$ cat config.mk
export PLATFORM = sky130hd
export DESIGN_NAME = rie_controller
export DESIGN_NICKNAME = d
export VERILOG_FILES = /design/src/hw/rtl/rie_pkg.sv /design/src/hw/rtl/rie_controller.sv
export SDC_FILE = /design/constraint.sdc
export NUM_CORES = 1
export LEC_CHECK = 0
export ABC_AREA = 1
export BUFFER_PORTS_ARGS = -buffer_cell sky130_fd_sc_hd__buf_2
export CORE_AREA = 2 2 39 41
export CTS_BUF_LIST = sky130_fd_sc_hd__clkbuf_8
export DETAILED_ROUTE_END_ITERATION = 12
export DIE_AREA = 0 0 41 43
export HOLD_SLACK_MARGIN = 0.02
export PLACE_DENSITY = 0.66
export SYNTH_ARGS = -nofsm -noshare
export SYNTH_HDL_FRONTEND = slang
export SYNTH_SLANG_ARGS = --single-unit
$ cat constraint.sdc
create_clock -name clk_i -period 1.5 [get_ports clk_i]
set_input_delay 0.075 -clock clk_i [delete_from_list [all_inputs] [get_ports clk_i]]
set_output_delay 0.075 -clock clk_i [all_outputs]
set_load 0.05 [all_outputs]
$ cat src/hw/rtl/rie_pkg.sv
package rie_pkg;

  // field widths fixed by the request and response formats
  localparam int CMD_W    = 2;
  localparam int IDX_W    = 6;
  localparam int SLOT_W   = 6;
  localparam int VALUE_W  = 64;
  localparam int STATUS_W = 2;
  localparam int CNT_W    = 7;
  localparam int PIVOT_SLOTS = 64;

  // parameter defaults
  localparam int DEF_MAX_ROWS   = 64;
  localparam int DEF_MAX_COLS   = 64;
  localparam int DEF_WORD_WIDTH = 64;

  // commands
  localparam logic [CMD_W-1:0] CMD_WR_ELEM  = 2'd0;
  localparam logic [CMD_W-1:0] CMD_WR_PIVOT = 2'd1;
  localparam logic [CMD_W-1:0] CMD_RUN      = 2'd2;
  localparam logic [CMD_W-1:0] CMD_RD_ELEM  = 2'd3;

  // status codes
  localparam logic [STATUS_W-1:0] STATUS_OK          = 2'd0;
  localparam logic [STATUS_W-1:0] STATUS_PIVOT_RANGE = 2'd1;
  localparam logic [STATUS_W-1:0] STATUS_INDEX_RANGE = 2'd2;

  // configuration registers
  localparam int CFG_IDX_W  = 3;
  localparam int CFG_DATA_W = 7;
  localparam logic [CFG_IDX_W-1:0] CFG_NUM_ROWS      = 3'd0;
  localparam logic [CFG_IDX_W-1:0] CFG_NUM_COLS      = 3'd1;
  localparam logic [CFG_IDX_W-1:0] CFG_FIRST_PIVOT   = 3'd2;
  localparam logic [CFG_IDX_W-1:0] CFG_LAST_PIVOT    = 3'd3;
  localparam logic [CFG_IDX_W-1:0] CFG_REVERSE_ORDER = 3'd4;

  localparam logic [CNT_W-1:0]  RST_NUM_ROWS    = 7'd64;
  localparam logic [CNT_W-1:0]  RST_NUM_COLS    = 7'd64;
  localparam logic [SLOT_W-1:0] RST_FIRST_PIVOT = 6'd0;
  localparam logic [SLOT_W-1:0] RST_LAST_PIVOT  = 6'd63;
  localparam logic              RST_REVERSE     = 1'b0;

  typedef struct packed {
    logic [CMD_W-1:0]   command;
    logic [IDX_W-1:0]   row_index;
    logic [IDX_W-1:0]   col_index;
    logic [VALUE_W-1:0] element_value;
    logic [SLOT_W-1:0]  pivot_slot;
    logic [SLOT_W-1:0]  pivot_offset;
  } in_req_t;

  typedef struct packed {
    logic [VALUE_W-1:0]  read_value;
    logic [STATUS_W-1:0] status;
  } out_rsp_t;

  // controller to datapath
  typedef struct packed {
    logic wr_elem;
    logic rd_elem;
    logic wr_pivot;
    logic run_start;
    logic pv_read;
    logic pv_skip;
    logic col_start;
    logic col_read;
    logic wr_a;
    logic wr_b;
    logic col_next;
    logic slot_next;
    logic res_load_imm;
    logic res_load_rd;
    logic res_load_run;
    logic out_load_imm;
    logic out_load_res;
  } ctrl_cmd_t;

  // datapath to controller
  typedef struct packed {
    logic [CMD_W-1:0] command;
    logic             in_range;
    logic             run_empty;
    logic             pv_ok;
    logic             cols_zero;
    logic             last_col;
    logic             last_slot;
  } dp_stat_t;

endpackage

$ cat src/hw/rtl/rie_controller.sv
module rie_controller (
  input  logic               clk_i,
  input  logic               rst_ni,
  input  logic               in_valid_i,
  output logic               in_stall_o,
  output logic               out_valid_o,
  input  logic               out_stall_i,
  input  rie_pkg::dp_stat_t  stat_i,
  output rie_pkg::ctrl_cmd_t cmd_o
);

  localparam logic [2:0] S_IDLE     = 3'd0;
  localparam logic [2:0] S_RD_WAIT  = 3'd1;
  localparam logic [2:0] S_EMIT     = 3'd2;
  localparam logic [2:0] S_PV_FETCH = 3'd3;
  localparam logic [2:0] S_PV_CHECK = 3'd4;
  localparam logic [2:0] S_COL_RD   = 3'd5;
  localparam logic [2:0] S_COL_WA   = 3'd6;
  localparam logic [2:0] S_COL_WB   = 3'd7;

  logic [2:0] state_q, state_d;
  logic       out_valid_q, out_valid_d;
  logic       accept, out_free;

  assign accept   = in_valid_i && (state_q == S_IDLE);
  assign out_free = !out_valid_q || !out_stall_i;

  always_comb begin
    state_d = state_q;
    cmd_o   = '0;
    unique case (state_q)
      S_IDLE: begin
        if (accept) begin
          cmd_o.wr_elem  = (stat_i.command == rie_pkg::CMD_WR_ELEM) && stat_i.in_range;
          cmd_o.wr_pivot = stat_i.command == rie_pkg::CMD_WR_PIVOT;
          if (stat_i.command == rie_pkg::CMD_RD_ELEM && stat_i.in_range) begin
            cmd_o.rd_elem = 1'b1;
            state_d       = S_RD_WAIT;
          end else if (stat_i.command == rie_pkg::CMD_RUN && !stat_i.run_empty) begin
            cmd_o.run_start = 1'b1;
            state_d         = S_PV_FETCH;
          end else if (out_free) begin
            cmd_o.out_load_imm = 1'b1;
          end else begin
            cmd_o.res_load_imm = 1'b1;
            state_d            = S_EMIT;
          end
        end
      end
      S_RD_WAIT: begin
        cmd_o.res_load_rd = 1'b1;
        state_d           = S_EMIT;
      end
      S_EMIT: begin
        if (out_free) begin
          cmd_o.out_load_res = 1'b1;
          state_d            = S_IDLE;
        end
      end
      S_PV_FETCH: begin
        cmd_o.pv_read = 1'b1;
        state_d       = S_PV_CHECK;
      end
      S_PV_CHECK: begin
        if (stat_i.pv_ok && !stat_i.cols_zero) begin
          cmd_o.col_start = 1'b1;
          state_d         = S_COL_RD;
        end else begin
          cmd_o.pv_skip = !stat_i.pv_ok;
          if (stat_i.last_slot) begin
            cmd_o.res_load_run = 1'b1;
            state_d            = S_EMIT;
          end else begin
            cmd_o.slot_next = 1'b1;
            state_d         = S_PV_FETCH;
          end
        end
      end
      S_COL_RD: begin
        cmd_o.col_read = 1'b1;
        state_d        = S_COL_WA;
      end
      S_COL_WA: begin
        cmd_o.wr_a = 1'b1;
        state_d    = S_COL_WB;
      end
      S_COL_WB: begin
        cmd_o.wr_b = 1'b1;
        if (!stat_i.last_col) begin
          cmd_o.col_next = 1'b1;
          state_d        = S_COL_RD;
        end else if (stat_i.last_slot) begin
          cmd_o.res_load_run = 1'b1;
          state_d            = S_EMIT;
        end else begin
          cmd_o.slot_next = 1'b1;
          state_d         = S_PV_FETCH;
        end
      end
      default: begin
        state_d = S_IDLE;
      end
    endcase
  end

  assign out_valid_d = (cmd_o.out_load_imm || cmd_o.out_load_res) ? 1'b1 :
                       (out_valid_q && out_stall_i);

  always_ff @(posedge clk_i or negedge rst_ni) begin
    if (!rst_ni) begin
      state_q     <= S_IDLE;
      out_valid_q <= 1'b0;
    end else begin
      state_q     <= state_d;
      out_valid_q <= out_valid_d;
    end
  end

  assign in_stall_o  = state_q != S_IDLE;
  assign out_valid_o = out_valid_q;

`ifndef SYNTHESIS
  a_wa_then_wb: assert property (@(posedge clk_i) disable iff (!rst_ni)
    state_q == S_COL_WA |=> state_q == S_COL_WB)
    else $error("second half of a column swap was not written");
  a_run_starts_walk: assert property (@(posedge clk_i) disable iff (!rst_ni)
    (accept && stat_i.command == rie_pkg::CMD_RUN && !stat_i.run_empty)
    |=> state_q == S_PV_FETCH)
    else $error("run request did not start the pivot walk");
  a_emit_delivers: assert property (@(posedge clk_i) disable iff (!rst_ni)
    (state_q == S_EMIT && out_free) |=> (out_valid_q && state_q == S_IDLE))
    else $error("pending response was not moved to the output register");
`endif

endmodule

-- After elaboration in Yosys (flattened, before gate mapping)
Index checks and enable logic that the tools add are counted.
- register bits after elaboration: 4
- latch bits: 0
- memory bits (writable): 0
- memory bits (read-only): 0
- bits of input ports: 12
- logic and storage cells: 75
- memories: 0
- add/sub/neg operators: 0
- multipliers: 0
- div/mod/pow operators: 0
- order comparisons: 0
- equal/unequal tests: 13
- shifts and indexed selects: 0
- multiplexer cells: 43
- bitwise operators: 0
- reductions and logical operators: 17
- operators by type and width (cell ; count):
    2-to-1 mux 1 bit ; 29
    case mux 3 bit (8 select lines) ; 1
    2-to-1 mux 3 bit ; 7
    equality test 3 bit (second input constant) ; 4
    2-to-1 mux 4 bit ; 2
    equality test 3 x 2 -> 1 bit (second input constant) ; 2
    logical AND 1 bit ; 6
    logical NOT 1 bit ; 5
    equality test 2 bit (second input constant) ; 2
    2-to-1 mux 2 bit ; 2
    != test 2 bit (second input constant) ; 2
    != test 4 x 2 -> 1 bit (second input constant) ; 1
    case mux 1 bit (2 select lines) ; 2
    equality test 3 x 1 -> 1 bit (second input constant) ; 1
    logical NOT 3 bit ; 1
    AND reduction 3 bit ; 1
    nonzero test 3 bit ; 1
    equality test 2 x 1 -> 1 bit (second input constant) ; 1
    logical NOT 2 bit ; 1
    logical OR 1 bit ; 2

-- Longest topological paths before layout
- depth after elaboration: 9
- depth in mapped cells: 7
- gate-level depth less buffers: 7

-- Worst setup path before layout
Ideal clock, no wire load.
- kind: reg-to-output
- start: reg state_q[1]
- end: out cmd_o[16] (netlist name)
- data arrival time: 2.226 ns
- path slack: -0.801 ns
- stages on the path, launching flop included: 4
- path buffers: 0
- cells stage by stage: dfrtp_1 > nor2_4 > nand3_1 > nor4_1
- RTL lines (item ; line ; RTL):
    start, declared ; rie_controller.sv:21 ; logic [2:0] state_q, state_d;
    start signal, assigned ; rie_controller.sv:114 ; state_q <= state_d;
    end, declared ; rie_controller.sv:9 ; output rie_pkg::ctrl_cmd_t cmd_o

==> results.md <==
- Num CTS Buffers: 3
- Final period util: 95.35%
- CP max FO: 6
- Clock sink count: 4
- Core area: 1384 um^2
- Post-layout minimum cycle time: 1.430 ns
- RePlAce Congestion: around 0.75
- #FFs+latches synth: 4
- Final ANT Viol Nets: 0
- Leakage Power: approximately 0.48 nW
- GRT Residual Overflow: 0
- Critical Path Source Type: flip-flop
- Cell row count: 14
- WL final: 1.284 mm
- Routed vias/inst: 4.625
- DR vias: 592
- Pin slew with the least headroom to its limit: 0.2502 ns
- CP Capture Type: output pin
- Wire per inst: between 10 and 15 um
- First-pass GRT wire length: 2.014 mm
- Average size of a mapped cell: 5.816 um^2
- Highest clock rate: 0.6992 GHz
- Die Height: between 40 and 50 um
- Synth top cells by count: nand2_1 (16), nor2_1 (14), inv_1 (12), nand3_1 (8)
- Clk_skew: 0.002238 ns
- Detailed-placement wirelength estimate: 1.000 mm
- FFs w/ async S/R, synth: 100.0%
- CTS Root Cell: clkbuf_8
- Sw Ratio: 56.81%
- Overall power: 1.524 mW
- Final Slew Violations: 0
- Comb pwr share: 72.5%
- Post-Layout Cell Count: 128
- Clock network fraction of total power: 14.9%
- Initial Util: 31.10%
- # DRC: 0
- Placed cells: 123
- # diodes: 0
- PD cells: 1925 nW/um^2
- Num ports: 31
- Drt pass-1 iters: 4
- Clock slew at reported path FFs: approximately 0.03 ns
- Peak VDD IR: 0.001324 V
- Final Hold Vio Count: 0
- Outcome: finished clean
- Main synth FF type: dfrtp_1
- Psw: 865.9 uW
- Die Wd: 41 um
- Port bufs: 30
- Internal Power: 658.3 uW
- Final WS setup: 0.06978 ns
- Synth Instances: 74
- CTS tree: built
- Setup Crit Path Kind: flip-flop to output pin
- Mapped Area: 430.4 um^2
- Clk_lat worst skew: roughly 0.22 ns
- Syn nets: 86
- Reg-to-reg slack, setup: 0.31 ns
- Worst hold path class: input pin to asynchronous set/reset pin
- Sequential cell area fraction in the yosys report: 23.26%
- Most common cell in the synthesized netlist: nand2_1
- Starting DRC count in detailed routing: 7
- CTS H-tree depth: 1
- GR Util All Layers: 16.65%
- Layout cells sized above 1: 51.79%
- Dominant cell type by area after synthesis: dfrtp_1
- Full die area: 1763 um^2
- Final setup vio count: 0
- Slew HR: between 80% and 90%
- Area contributors post-synth: dfrtp_1 (23%), nand2_1 (14%), nor2_1 (12%)
- RSZ-0062 raised after global routing: true
- Final nets: around 130
- Yosys top cell area share: 23.26%
- Synthesis-to-finish area growth: 84.01%
- Pre-CTS setup slack: 0.05380 ns
- Largest net degree at the start of global routing: 9
- Initial antenna violation count: 0
- Vias in the first global route: 515
- CP required: between 1 and 1.5 ns
- Yosys cell types: 17
- Clock buffer depth: 2
- Sequential power share: between 10% and 20%
- Max Cap Viol: 0
- WP data arrival: 1.36 ns
- Synthesis Warnings: 0
- Post-synth EDFFs: 0
- Final Util: a little under three fifths
power by group through the flow:
stage | Clock [mW] | Combinational [mW] | Sequential (mW)
after floorplan | 0 | 0.703 | 0.274
after global placement | 0 | 1.02 | 0.192
after detailed placement | 0 | 1.02 | 0.194
after CTS | 0.231 | 1.05 | 0.193
after global routing | 0.237 | 1.20 | 0.202
final | 0.226 | 1.10 | 0.193
worst max-delay path, cell delays in order (launching register included):
cell and delay, ns:
dfrtp_1 0.39, nor2_4 0.21, nand3_2 0.13, nor2_1 0.11
nand2_1 0.09, inv_2 0.07, buf_8 0.14
flip-flops by register name, summed over array words and instances, names as in the netlist:
name and count:
state_q 3, out_valid_o 1
layout make-up:
cell class                 count  area (um^2)
clock buffer                   3        41.29
fill                         136        591.8
inverter                      16        61.31
multi-input combinational     54        341.6
sequential                     4        100.1
tap                           16        20.02
timing repair buffer          35        227.7
metal layers:
metal  global-route usage [%]  vias to the layer above  wire length, um
met3                    3.141                        0              107
met4                    8.000                        0                0
met1                    19.93                      252              515
li1                         -                      314                -
met2                    26.88                       26              662
met5                        0                        -                0
repair_timing:
| action | CTS | global route |
|---|---|---|
| pin swaps | 0 | 5 |
| endpoints found under the hold margin | 4 | 0 |
| gates resized for setup | 5 | 18 |
| hold buffers | 1 | 0 |
| endpoints found under the setup margin | 6 | 9 |
| setup buffers | 0 | 1 |
through the flow:
step	hold slack [ns]	TNS (ns)	instance area, um^2
2_1_floorplan	-0.2206	-0.4712	480.5
3_3_place_gp	-0.1201	0	673.1
3_5_place_dp	-0.1158	0	673.1
4_1_cts	0.1254	0	739.5
5_1_grt	0.2306	-0.04975	792.0
6_report	0.1904	0	792.0
cell usage in the layout (no fill, tap or decap):
| cell | instances |
|---|---|
| buf_6 | 2 |
| nor2_1 | 12 |
| nor2_4 | 1 |
| nor3_4 | 2 |
| nand2_1 | 15 |
| o22ai_2 | 1 |
| dlygate4sd3_1 | 1 |
| buf_2 | 21 |
| a21oi_1 | 1 |
| nand3_4 | 1 |
| inv_2 | 4 |
| nand2_2 | 2 |
| buf_8 | 1 |
| clkbuf_4 | 1 |
| inv_1 | 11 |
| nor4_4 | 1 |
| dfrtp_1 | 4 |
| clkinv_2 | 1 |
| nand3b_1 | 2 |
| o21ai_0 | 1 |
| nor2_2 | 2 |
| a21oi_2 | 1 |
| buf_4 | 9 |
| nand3_1 | 6 |
| nand3_2 | 5 |
| nand4_1 | 1 |
| clkbuf_8 | 3 |
path summary, 6_finish.rpt:
| kind | cells after the start | end | startpoint |
|---|---|---|---|
| worst max-delay path | 6 | cmd_o[1] | state_q[0] |
| worst max register to register | 6 | out_valid_o | state_q[0] |
| worst min register to register | 2 | out_valid_o | out_valid_o |
| worst min-delay path | 2 | state_q[0] | rst_ni |
| min in group clk_i | 3 | out_valid_o | out_stall_i |
| max in group asynchronous | 2 | out_valid_o | rst_ni |
cells by family (layout without fill, tap and decap cells):
family | count (synthesis) | after routing | share of synthesized area, %
simple gates | 50 | 50 | 57.56
buf+inv | 16 | 54 | 14.24
compound gates | 4 | 4 | 4.942
flops | 4 | 4 | 23.26
No activity file was read; power rests on OpenSTA's default activity.
